$ cat config.mk
export PLATFORM = sky130hd
export DESIGN_NAME = http_request_length_framer
export DESIGN_NICKNAME = d
export VERILOG_FILES = /design/src/rtl/hrlf_pkg.sv /design/src/rtl/http_request_length_framer.sv /design/src/rtl/hrlf_in_reg.sv /design/src/rtl/hrlf_step.sv
export SDC_FILE = /design/constraint.sdc
export NUM_CORES = 1
export LEC_CHECK = 0
export BUFFER_PORTS_ARGS = -buffer_cell sky130_fd_sc_hd__buf_4
export CORE_ASPECT_RATIO = 0.75
export CORE_MARGIN = 3
export CORE_UTILIZATION = 30
export DETAILED_ROUTE_END_ITERATION = 7
export SLEW_MARGIN = 30
export SYNTH_ARGS = -nofsm -noshare
export SYNTH_HDL_FRONTEND = slang
export SYNTH_SLANG_ARGS = --single-unit
$ cat constraint.sdc
create_clock -name clk -period 19.6 [get_ports clk]
set_input_delay 5.88 -clock clk [delete_from_list [all_inputs] [get_ports clk]]
set_output_delay 5.88 -clock clk [all_outputs]
set_load 0.01 [all_outputs]
$ cat src/rtl/hrlf_pkg.sv
// Shared types and constants of the HTTP request length framer.
// Used by hrlf_step, the top level and the checker. No dependencies.
package hrlf_pkg;

    // Status codes shown with every result.
    localparam logic [1:0] ST_INCOMPLETE = 2'd0;
    localparam logic [1:0] ST_COMPLETE   = 2'd1;
    localparam logic [1:0] ST_MALFORMED  = 2'd2;
    localparam logic [1:0] ST_TOO_LONG   = 2'd3;

    // Phases of the header line scanner.
    localparam logic [2:0] PH_NAME   = 3'd0;
    localparam logic [2:0] PH_SKIP   = 3'd1;
    localparam logic [2:0] PH_DIGITS = 3'd2;
    localparam logic [2:0] PH_REST   = 3'd3;
    localparam logic [2:0] PH_DONE   = 3'd4;

    // Characters the scanner looks for.
    localparam logic [7:0] CH_CR    = 8'h0D;
    localparam logic [7:0] CH_LF    = 8'h0A;
    localparam logic [7:0] CH_COLON = 8'h3A;
    localparam logic [7:0] CH_SPACE = 8'h20;
    localparam logic [7:0] CH_TAB   = 8'h09;
    localparam logic [7:0] CH_ZERO  = 8'h30;
    localparam logic [7:0] CH_NINE  = 8'h39;
    localparam logic [7:0] CH_UP_A  = 8'h41;
    localparam logic [7:0] CH_UP_Z  = 8'h5A;

    // Header name length, name index limit and the maximum byte count.
    localparam logic [3:0]  HDR_NAME_CHARS = 4'd14;
    localparam logic [3:0]  NAME_IDX_MAX   = 4'd15;
    localparam logic [15:0] COUNT_MAX      = 16'hFFFF;

    // Running state of one request, apart from the length value.
    typedef struct packed {
        logic [15:0] byte_count;
        logic [1:0]  crlf_match;
        logic [2:0]  line_phase;
        logic [3:0]  name_index;
        logic        name_matches;
        logic        length_found;
        logic        length_bad;
        logic        headers_done;
        logic [15:0] body_start;
        logic [1:0]  final_status;
    } req_state_t;

    localparam req_state_t REQ_CLEAR = '{
        byte_count:   16'd0,
        crlf_match:   2'd0,
        line_phase:   PH_NAME,
        name_index:   4'd0,
        name_matches: 1'b1,
        length_found: 1'b0,
        length_bad:   1'b0,
        headers_done: 1'b0,
        body_start:   16'd0,
        final_status: ST_INCOMPLETE
    };

    // Lower-case header name "content-length", one character per index.
    function automatic logic [7:0] name_char(input logic [3:0] idx);
        logic [7:0] ch;
        begin
            case (idx)
                4'd0:    ch = 8'h63;  // c
                4'd1:    ch = 8'h6F;  // o
                4'd2:    ch = 8'h6E;  // n
                4'd3:    ch = 8'h74;  // t
                4'd4:    ch = 8'h65;  // e
                4'd5:    ch = 8'h6E;  // n
                4'd6:    ch = 8'h74;  // t
                4'd7:    ch = 8'h2D;  // -
                4'd8:    ch = 8'h6C;  // l
                4'd9:    ch = 8'h65;  // e
                4'd10:   ch = 8'h6E;  // n
                4'd11:   ch = 8'h67;  // g
                4'd12:   ch = 8'h74;  // t
                4'd13:   ch = 8'h68;  // h
                default: ch = 8'h00;
            endcase
            return ch;
        end
    endfunction

endpackage

$ cat src/rtl/http_request_length_framer.sv
// HTTP request length framer: takes one request byte per transfer and returns one status
// result per byte (incomplete, complete, malformed length or too long) with the payload
// offset and the parsed Content-Length. A transfer with tuser set starts a new request.
// The block accepts one byte every clock cycle while the result side does not stall; a
// byte waits in the input register, and the state update then loads the result register
// once that register is free. Back pressure on the result side stalls the
// input after at most two buffered bytes. The user must write max_request_bytes
// through cfg_wr_en and cfg_wr_data only while no byte is in flight; the block
// does not enforce it. Depends on hrlf_pkg, hrlf_in_reg, hrlf_step.
module http_request_length_framer #(
    parameter int LENGTH_BITS = 20
) (
    input  logic                   clk,
    input  logic                   rst_n,
    input  logic                   cfg_wr_en,
    input  logic [15:0]            cfg_wr_data,   // max_request_bytes
    input  logic                   s_axis_tvalid,
    output logic                   s_axis_tready,
    input  logic [7:0]             s_axis_tdata,  // [7:0] data_byte
    input  logic                   s_axis_tuser,  // [0] start_req
    output logic                   m_axis_tvalid,
    input  logic                   m_axis_tready,
    // [1:0] status, [17:2] body_offset, [17+LENGTH_BITS:18] payload_length, zero fill
    output logic [((18+LENGTH_BITS+7)/8)*8-1:0] m_axis_tdata
);
    import hrlf_pkg::*;

    localparam int OUT_BITS = ((18 + LENGTH_BITS + 7) / 8) * 8;
    localparam int PAD_BITS = OUT_BITS - 18 - LENGTH_BITS;

    logic                   item_valid;
    logic [7:0]             item_byte;
    logic                   item_start;
    logic                   out_ready;
    logic                   take;
    logic [15:0]            max_bytes_reg;
    req_state_t             state_reg;
    req_state_t             state_next;
    logic [LENGTH_BITS-1:0] length_reg;
    logic [LENGTH_BITS-1:0] length_next;
    logic [1:0]             status;
    logic [15:0]            body_offset;
    logic [LENGTH_BITS-1:0] payload_length;
    logic                   m_valid_reg;
    logic [OUT_BITS-1:0]    m_data_reg;

    // Configuration register.
    always_ff @(posedge clk or negedge rst_n)
    begin
        if (!rst_n)
        begin
            max_bytes_reg <= 16'd4096;
        end
        else if (cfg_wr_en)
        begin
            max_bytes_reg <= cfg_wr_data;
        end
    end

    // The result register frees up when empty or when its transfer completes.
    assign out_ready = !m_valid_reg || m_axis_tready;
    assign take      = item_valid && out_ready;

    hrlf_in_reg u_in_reg (
        .clk           (clk),
        .rst_n         (rst_n),
        .s_axis_tvalid (s_axis_tvalid),
        .s_axis_tready (s_axis_tready),
        .s_axis_tdata  (s_axis_tdata),
        .s_axis_tuser  (s_axis_tuser),
        .take          (take),
        .item_valid    (item_valid),
        .item_byte     (item_byte),
        .item_start    (item_start)
    );

    hrlf_step #(
        .LENGTH_BITS (LENGTH_BITS)
    ) u_step (
        .cur_state         (state_reg),
        .cur_length        (length_reg),
        .data_byte         (item_byte),
        .start_req         (item_start),
        .max_request_bytes (max_bytes_reg),
        .next_state        (state_next),
        .next_length       (length_next),
        .status            (status),
        .body_offset       (body_offset),
        .payload_length    (payload_length)
    );

    // Request state, updated once per byte.
    always_ff @(posedge clk or negedge rst_n)
    begin
        if (!rst_n)
        begin
            state_reg  <= REQ_CLEAR;
            length_reg <= '0;
        end
        else if (take)
        begin
            state_reg  <= state_next;
            length_reg <= length_next;
        end
    end

    // Result valid flag.
    always_ff @(posedge clk or negedge rst_n)
    begin
        if (!rst_n)
        begin
            m_valid_reg <= 1'b0;
        end
        else if (out_ready)
        begin
            m_valid_reg <= item_valid;
        end
    end

    // Result payload.
    always_ff @(posedge clk)
    begin
        if (take)
        begin
            m_data_reg <= {{PAD_BITS{1'b0}}, payload_length, body_offset, status};
        end
    end

    assign m_axis_tvalid = m_valid_reg;
    assign m_axis_tdata  = m_data_reg;

endmodule

$ cat src/rtl/hrlf_in_reg.sv
// Input register of the HTTP request length framer.
// Holds one accepted transfer until the update stage takes it. No dependencies.
module hrlf_in_reg (
    input  logic       clk,
    input  logic       rst_n,
    input  logic       s_axis_tvalid,
    output logic       s_axis_tready,
    input  logic [7:0] s_axis_tdata,   // [7:0] data_byte
    input  logic       s_axis_tuser,   // [0] start_req
    input  logic       take,
    output logic       item_valid,
    output logic [7:0] item_byte,
    output logic       item_start
);

    logic       valid_reg;
    logic [7:0] byte_reg;
    logic       start_reg;

    // The slot can refill in the same cycle it is emptied.
    assign s_axis_tready = !valid_reg || take;

    // Valid flag.
    always_ff @(posedge clk or negedge rst_n)
    begin
        if (!rst_n)
        begin
            valid_reg <= 1'b0;
        end
        else if (s_axis_tready)
        begin
            valid_reg <= s_axis_tvalid;
        end
    end

    // Payload capture.
    always_ff @(posedge clk)
    begin
        if (s_axis_tvalid && s_axis_tready)
        begin
            byte_reg  <= s_axis_tdata;
            start_reg <= s_axis_tuser;
        end
    end

    assign item_valid = valid_reg;
    assign item_byte  = byte_reg;
    assign item_start = start_reg;

endmodule

$ cat src/rtl/hrlf_step.sv
// Per-byte update of the HTTP request framing state and the result fields.
// Pure combinational logic; depends on hrlf_pkg.
module hrlf_step #(
    parameter int LENGTH_BITS = 20
) (
    input  hrlf_pkg::req_state_t     cur_state,
    input  logic [LENGTH_BITS-1:0]   cur_length,
    input  logic [7:0]               data_byte,
    input  logic                     start_req,
    input  logic [15:0]              max_request_bytes,
    output hrlf_pkg::req_state_t     next_state,
    output logic [LENGTH_BITS-1:0]   next_length,
    output logic [1:0]               status,
    output logic [15:0]              body_offset,
    output logic [LENGTH_BITS-1:0]   payload_length
);
    import hrlf_pkg::*;

    // Width of the sum of payload offset and length.
    localparam int NEED_BITS = ((LENGTH_BITS > 16) ? LENGTH_BITS : 16) + 1;

    req_state_t             s;
    req_state_t             ns;
    logic [LENGTH_BITS-1:0] lv;
    logic [LENGTH_BITS-1:0] nlv;
    logic                   prev_cr;
    logic                   line_end;
    logic                   is_digit;
    logic [7:0]             lower;
    logic [3:0]             digit;
    logic [LENGTH_BITS+3:0] times_ten;
    logic [NEED_BITS-1:0]   need;

    assign is_digit = (data_byte >= CH_ZERO) && (data_byte <= CH_NINE);
    assign digit    = data_byte[3:0];
    assign lower    = ((data_byte >= CH_UP_A) && (data_byte <= CH_UP_Z))
                      ? (data_byte + 8'd32) : data_byte;

    // Running length times ten plus the new digit, before saturation.
    assign times_ten = {1'b0, lv, 3'b000} + {3'b000, lv, 1'b0}
                     + {{LENGTH_BITS{1'b0}}, digit};

    always_comb
    begin
        s        = start_req ? REQ_CLEAR : cur_state;
        lv       = start_req ? '0 : cur_length;
        ns       = s;
        nlv      = lv;
        prev_cr  = (s.crlf_match == 2'd1) || (s.crlf_match == 2'd3);
        line_end = (data_byte == CH_LF) && prev_cr;
        need     = '0;

        // A terminal status freezes everything until the next request.
        if (s.final_status == ST_INCOMPLETE)
        begin
            if (s.byte_count != COUNT_MAX)
            begin
                ns.byte_count = s.byte_count + 16'd1;
            end

            if (!s.headers_done)
            begin
                // Header line scanner.
                unique case (s.line_phase)
                    PH_NAME:
                    begin
                        if (line_end)
                        begin
                            // Only the CR was seen on this line: blank line.
                            if (s.name_index == 4'd1)
                            begin
                                ns.line_phase = PH_DONE;
                            end
                            else
                            begin
                                ns.name_index   = 4'd0;
                                ns.name_matches = 1'b1;
                            end
                        end
                        else if (data_byte == CH_COLON)
                        begin
                            ns.line_phase = (s.name_matches && s.name_index == HDR_NAME_CHARS)
                                            ? PH_SKIP : PH_REST;
                        end
                        else
                        begin
                            if (s.name_index >= HDR_NAME_CHARS
                                || lower != name_char(s.name_index))
                            begin
                                ns.name_matches = 1'b0;
                            end
                            if (s.name_index < NAME_IDX_MAX)
                            begin
                                ns.name_index = s.name_index + 4'd1;
                            end
                        end
                    end
                    PH_SKIP:
                    begin
                        if (data_byte == CH_SPACE || data_byte == CH_TAB)
                        begin
                            ns.line_phase = PH_SKIP;
                        end
                        else if (is_digit)
                        begin
                            nlv             = LENGTH_BITS'(digit);
                            ns.length_found = 1'b1;
                            ns.line_phase   = PH_DIGITS;
                        end
                        else
                        begin
                            ns.length_bad = 1'b1;
                            ns.line_phase = PH_DONE;
                        end
                    end
                    PH_DIGITS:
                    begin
                        if (is_digit)
                        begin
                            nlv = (times_ten[LENGTH_BITS+3:LENGTH_BITS] != 4'd0)
                                  ? '1 : times_ten[LENGTH_BITS-1:0];
                        end
                        else
                        begin
                            ns.line_phase = PH_DONE;
                        end
                    end
                    PH_REST:
                    begin
                        if (line_end)
                        begin
                            ns.line_phase   = PH_NAME;
                            ns.name_index   = 4'd0;
                            ns.name_matches = 1'b1;
                        end
                    end
                    default:
                    begin
                        ns.line_phase = PH_DONE;
                    end
                endcase

                // Progress through CR LF CR LF.
                if (data_byte == CH_CR)
                begin
                    ns.crlf_match = (s.crlf_match == 2'd2) ? 2'd3 : 2'd1;
                end
                else if (data_byte == CH_LF && s.crlf_match == 2'd1)
                begin
                    ns.crlf_match = 2'd2;
                end
                else if (data_byte == CH_LF && s.crlf_match == 2'd3)
                begin
                    ns.crlf_match   = 2'd0;
                    ns.headers_done = 1'b1;
                    ns.body_start   = s.byte_count + 16'd1;
                end
                else
                begin
                    ns.crlf_match = 2'd0;
                end
            end

            // Completion checks on the updated state.
            need = NEED_BITS'(ns.body_start)
                 + (ns.length_found ? NEED_BITS'(nlv) : NEED_BITS'(0));
            if (ns.headers_done)
            begin
                if (ns.length_bad)
                begin
                    ns.final_status = ST_MALFORMED;
                end
                else if (NEED_BITS'(ns.byte_count) >= need)
                begin
                    ns.final_status = ST_COMPLETE;
                end
            end
            if (ns.final_status == ST_INCOMPLETE && ns.byte_count >= max_request_bytes)
            begin
                ns.final_status = ST_TOO_LONG;
            end
        end
    end

    assign next_state     = ns;
    assign next_length    = nlv;
    assign status         = ns.final_status;
    assign body_offset    = ns.headers_done ? ns.body_start : 16'd0;
    assign payload_length = (ns.headers_done && !ns.length_bad) ? nlv : '0;

endmodule

==> results_dict.tcl <==
set metrics [dict create \
    grt_pass1_wl_microns 50310 \
    ff2ff_setup_slack_ps 10770 \
    max_cap_viol_count 0 \
    clk-insertion-delay-late_ps 450 \
    hold_violations 0 \
    ys_ff_latch 132 \
    multi_input_area_sq_mm 0.006482 \
    vias 9589 \
    clk_pin_slew_ps 60 \
    grt_start_max_net_pins 72 \
    final_max_slew_viol_count 0 \
    cts_buffers 17 \
    grt.total_usage_pct 17.02 \
    fillers 3555 \
    largest_reg_flops 47 \
    critPathCapture "s_axis_tready" \
    antennaDiodeCount 0 \
    dieWidth_microns 221.5 \
    globalRouteOverflowTotal 0 \
    core_region_area_sq_mm 0.03396 \
    synth_area_leaders "dfrtp_1, edfxtp_1, ha_1" \
    io_buffers 69 \
    cts_buffer_depth 2 \
    crit_path_frequent_cell "buf_4" \
    post-route-util_pct 35.08 \
    min_from "state_reg[8]" \
    drt_iter0_drc 1069 \
    grt_pass1_vias 8766 \
    synth_warnings 0 \
    tns_ps 0 \
    synth_top_area_cell "dfrtp_1" \
    synthDistinctLibCells 81 \
    fin_crit_sh_pct 62.33 \
    worst-slew-pin-transition_ps 971.5 \
    cts_setup_buffers 0 \
    reg2reg_to "m_axis_tdata[1]" \
    critical-path-max-stage-delay_ps 180 \
    r2r_start "u_in_reg.item_start" \
    finClkSkew_ps 13.16 \
    drt_wl_total_microns 31860 \
    areaGrowthSynthToFinish_pct 13.99 \
    slowest_stage "nand3b_1" \
    crit_chain "buf_4 -> nand3b_1 -> buf_4" \
    crit_fanout 3 \
    drtPass1Iterations 7 \
    via_per_inst 5.439 \
    avgSynthCellArea_sq_um 8.237 \
    wl_per_cell_microns 18.07 \
    start_kind "input pin" \
    finalSetupViolations 0 \
    crit_arrival_ps 6340 \
    p_leak_nw 5.299 \
    htreeDepth 4 \
    antenna_found_initial 0 \
    outcome "finished clean" \
    max_freq_ghz 0.08185 \
    numClockSinks 132 \
    ios 72 \
    clockRootBuffer "clkbuf_16" \
    synth-edff-count 47 \
    place.gp.congestion 0.8986 \
    crit_path_end_kind "output pin" \
    fp.dieH_microns 167.7 \
    syn_inst 1269 \
    reg2reg_depth 39 \
    route.detailed.drc 0 \
    startpoint "m_axis_tready" \
    worstPathRequired_ps 13720 \
    dpl_worst_slack_ps 7373 \
    synth_area_sq_mm 0.01045 \
    ys.flop_type "dfrtp_1" \
    final_antenna_net_count 0 \
    fin_crit_ps 12220 \
    synthArstFlopShare_pct 64.39 \
    crit_type "input pin to output pin" \
    p_per_area_mw_per_mm2 73.78 \
    worst_hold_path_type "flop to flop" \
    fin_nets 1428 \
    max_slew_margin_pct 34.74 \
    die_area_sq_mm 0.03714 \
    fin_hold_ws_ps 472.2 \
    start_util_pct 30.78 \
    tritoncts "built" \
    drive_gt1_share_pct 11.04 \
    postCtsHoldBufs 0 \
    rsz0062_at_grt "no" \
    seqCellArea_sq_mm 0.003541 \
    dp_hpwl_microns 23640 \
    vdd_ir_drop_max_v 0.00004875 \
    setup_slack_ps 7383 \
    yosysSeqAreaShare_pct 33.88 \
    rows 58 \
    cts.repair.resized 0 \
    yosysTopAreaCellShare_pct 19.87 \
]
power by group:
group	internal [mW]	switching [mW]	total, mW
Combinational	0.0804	0.145	0.225
Clock	0.180	0.130	0.310
Sequential	0.314	0.0295	0.344
Total	0.575	0.304	0.879
final cells by class:
| cell class | instances | area share (%) |
|---|---|---|
| clock buffers | 22 | 4.169 |
| multi-input cells | 1027 | 54.41 |
| inverters | 42 | 1.334 |
| flip-flops and latches | 132 | 29.72 |
| well taps | 450 | 4.725 |
| clock inverters | 10 | 0.5775 |
| repair buffers | 80 | 5.072 |
layout by cell type, fill, tap and decap left out, drive strengths merged, types with 5 or more instances in the layout:
| cell | instances |
|---|---|
| nor4 | 5 |
| nor3 | 22 |
| inv | 45 |
| xnor2 | 26 |
| nor2 | 125 |
| or2 | 10 |
| a211oi | 25 |
| nor2b | 39 |
| xor2 | 20 |
| nand2b | 15 |
| o22ai | 10 |
| buf | 80 |
| mux2 | 7 |
| and2 | 9 |
| ha | 96 |
| dfrtp | 83 |
| and3 | 19 |
| o31a | 6 |
| nand3 | 24 |
| a22oi | 11 |
| o21a | 21 |
| o211ai | 7 |
| clkbuf | 22 |
| a21o | 24 |
| a31oi | 17 |
| a21oi | 89 |
| a22o | 8 |
| o31ai | 6 |
| nand4 | 20 |
| o21bai | 6 |
| nand2 | 190 |
| or3 | 19 |
| edfxtp | 47 |
| o21ai | 101 |
| mux2i | 5 |
stage by stage:
step / area (sq um) / total power [mW] / instances
final: 11920 / 0.8790 / 1763
after global routing: 11920 / 0.9277 / 1763
after floorplan: 10460 / 0.4933 / 1270
after CTS: 11910 / 0.8808 / 1763
after global placement: 11340 / 0.5641 / 1731
after detailed placement: 11340 / 0.5689 / 1731
metal layers:
metal / vias up / wire length, microns / global-route usage [%]
li1: 4621 / - / -
met1: 4557 / 16490 / 26.92
met2: 378 / 12090 / 21.76
met3: 33 / 2803 / 5.117
met4: 0 / 476 / 4.476
met5: - / 0 / 0
kinds of logic after synthesis:
logic type / synth area share (%)
AO/OA/AOI/OAI: 22.44
XOR/XNOR: 3.854
adder cells (fa/ha/maj): 11.87
buffers and inverters: 4.321
flip-flops: 33.88
multiplexers: 1.269
other: 0.03588
AND/OR/NAND/NOR: 22.32
worst min path at each step:
stage / to / slack, ps / depth (start not counted)
final: state_reg[8] / 470 / 2
after global routing: state_reg[2] / 500 / 2
after CTS: state_reg[8] / 470 / 2
after detailed placement: state_reg[8] / 460 / 2
after global placement: state_reg[8] / 450 / 2
after floorplan: state_reg[4] / 440 / 2
synth_stat cells, drive strengths merged, types with 21 or more instances:
master / number
o21a: 21
o21ai: 101
nand2: 190
inv: 41
ha: 96
xnor2: 26
a21o: 24
edfxtp: 47
nor2: 125
nor3: 22
a211oi: 25
nand3: 24
clkbuf: 53
a21oi: 89
dfrtp: 83
nor2b: 39
critical path, delay by kind of cell:
family                 cells  cell delay, ps
buffers and inverters      2             280
AND/OR/NAND/NOR            1             180
Power figures use the tool's default switching activity.
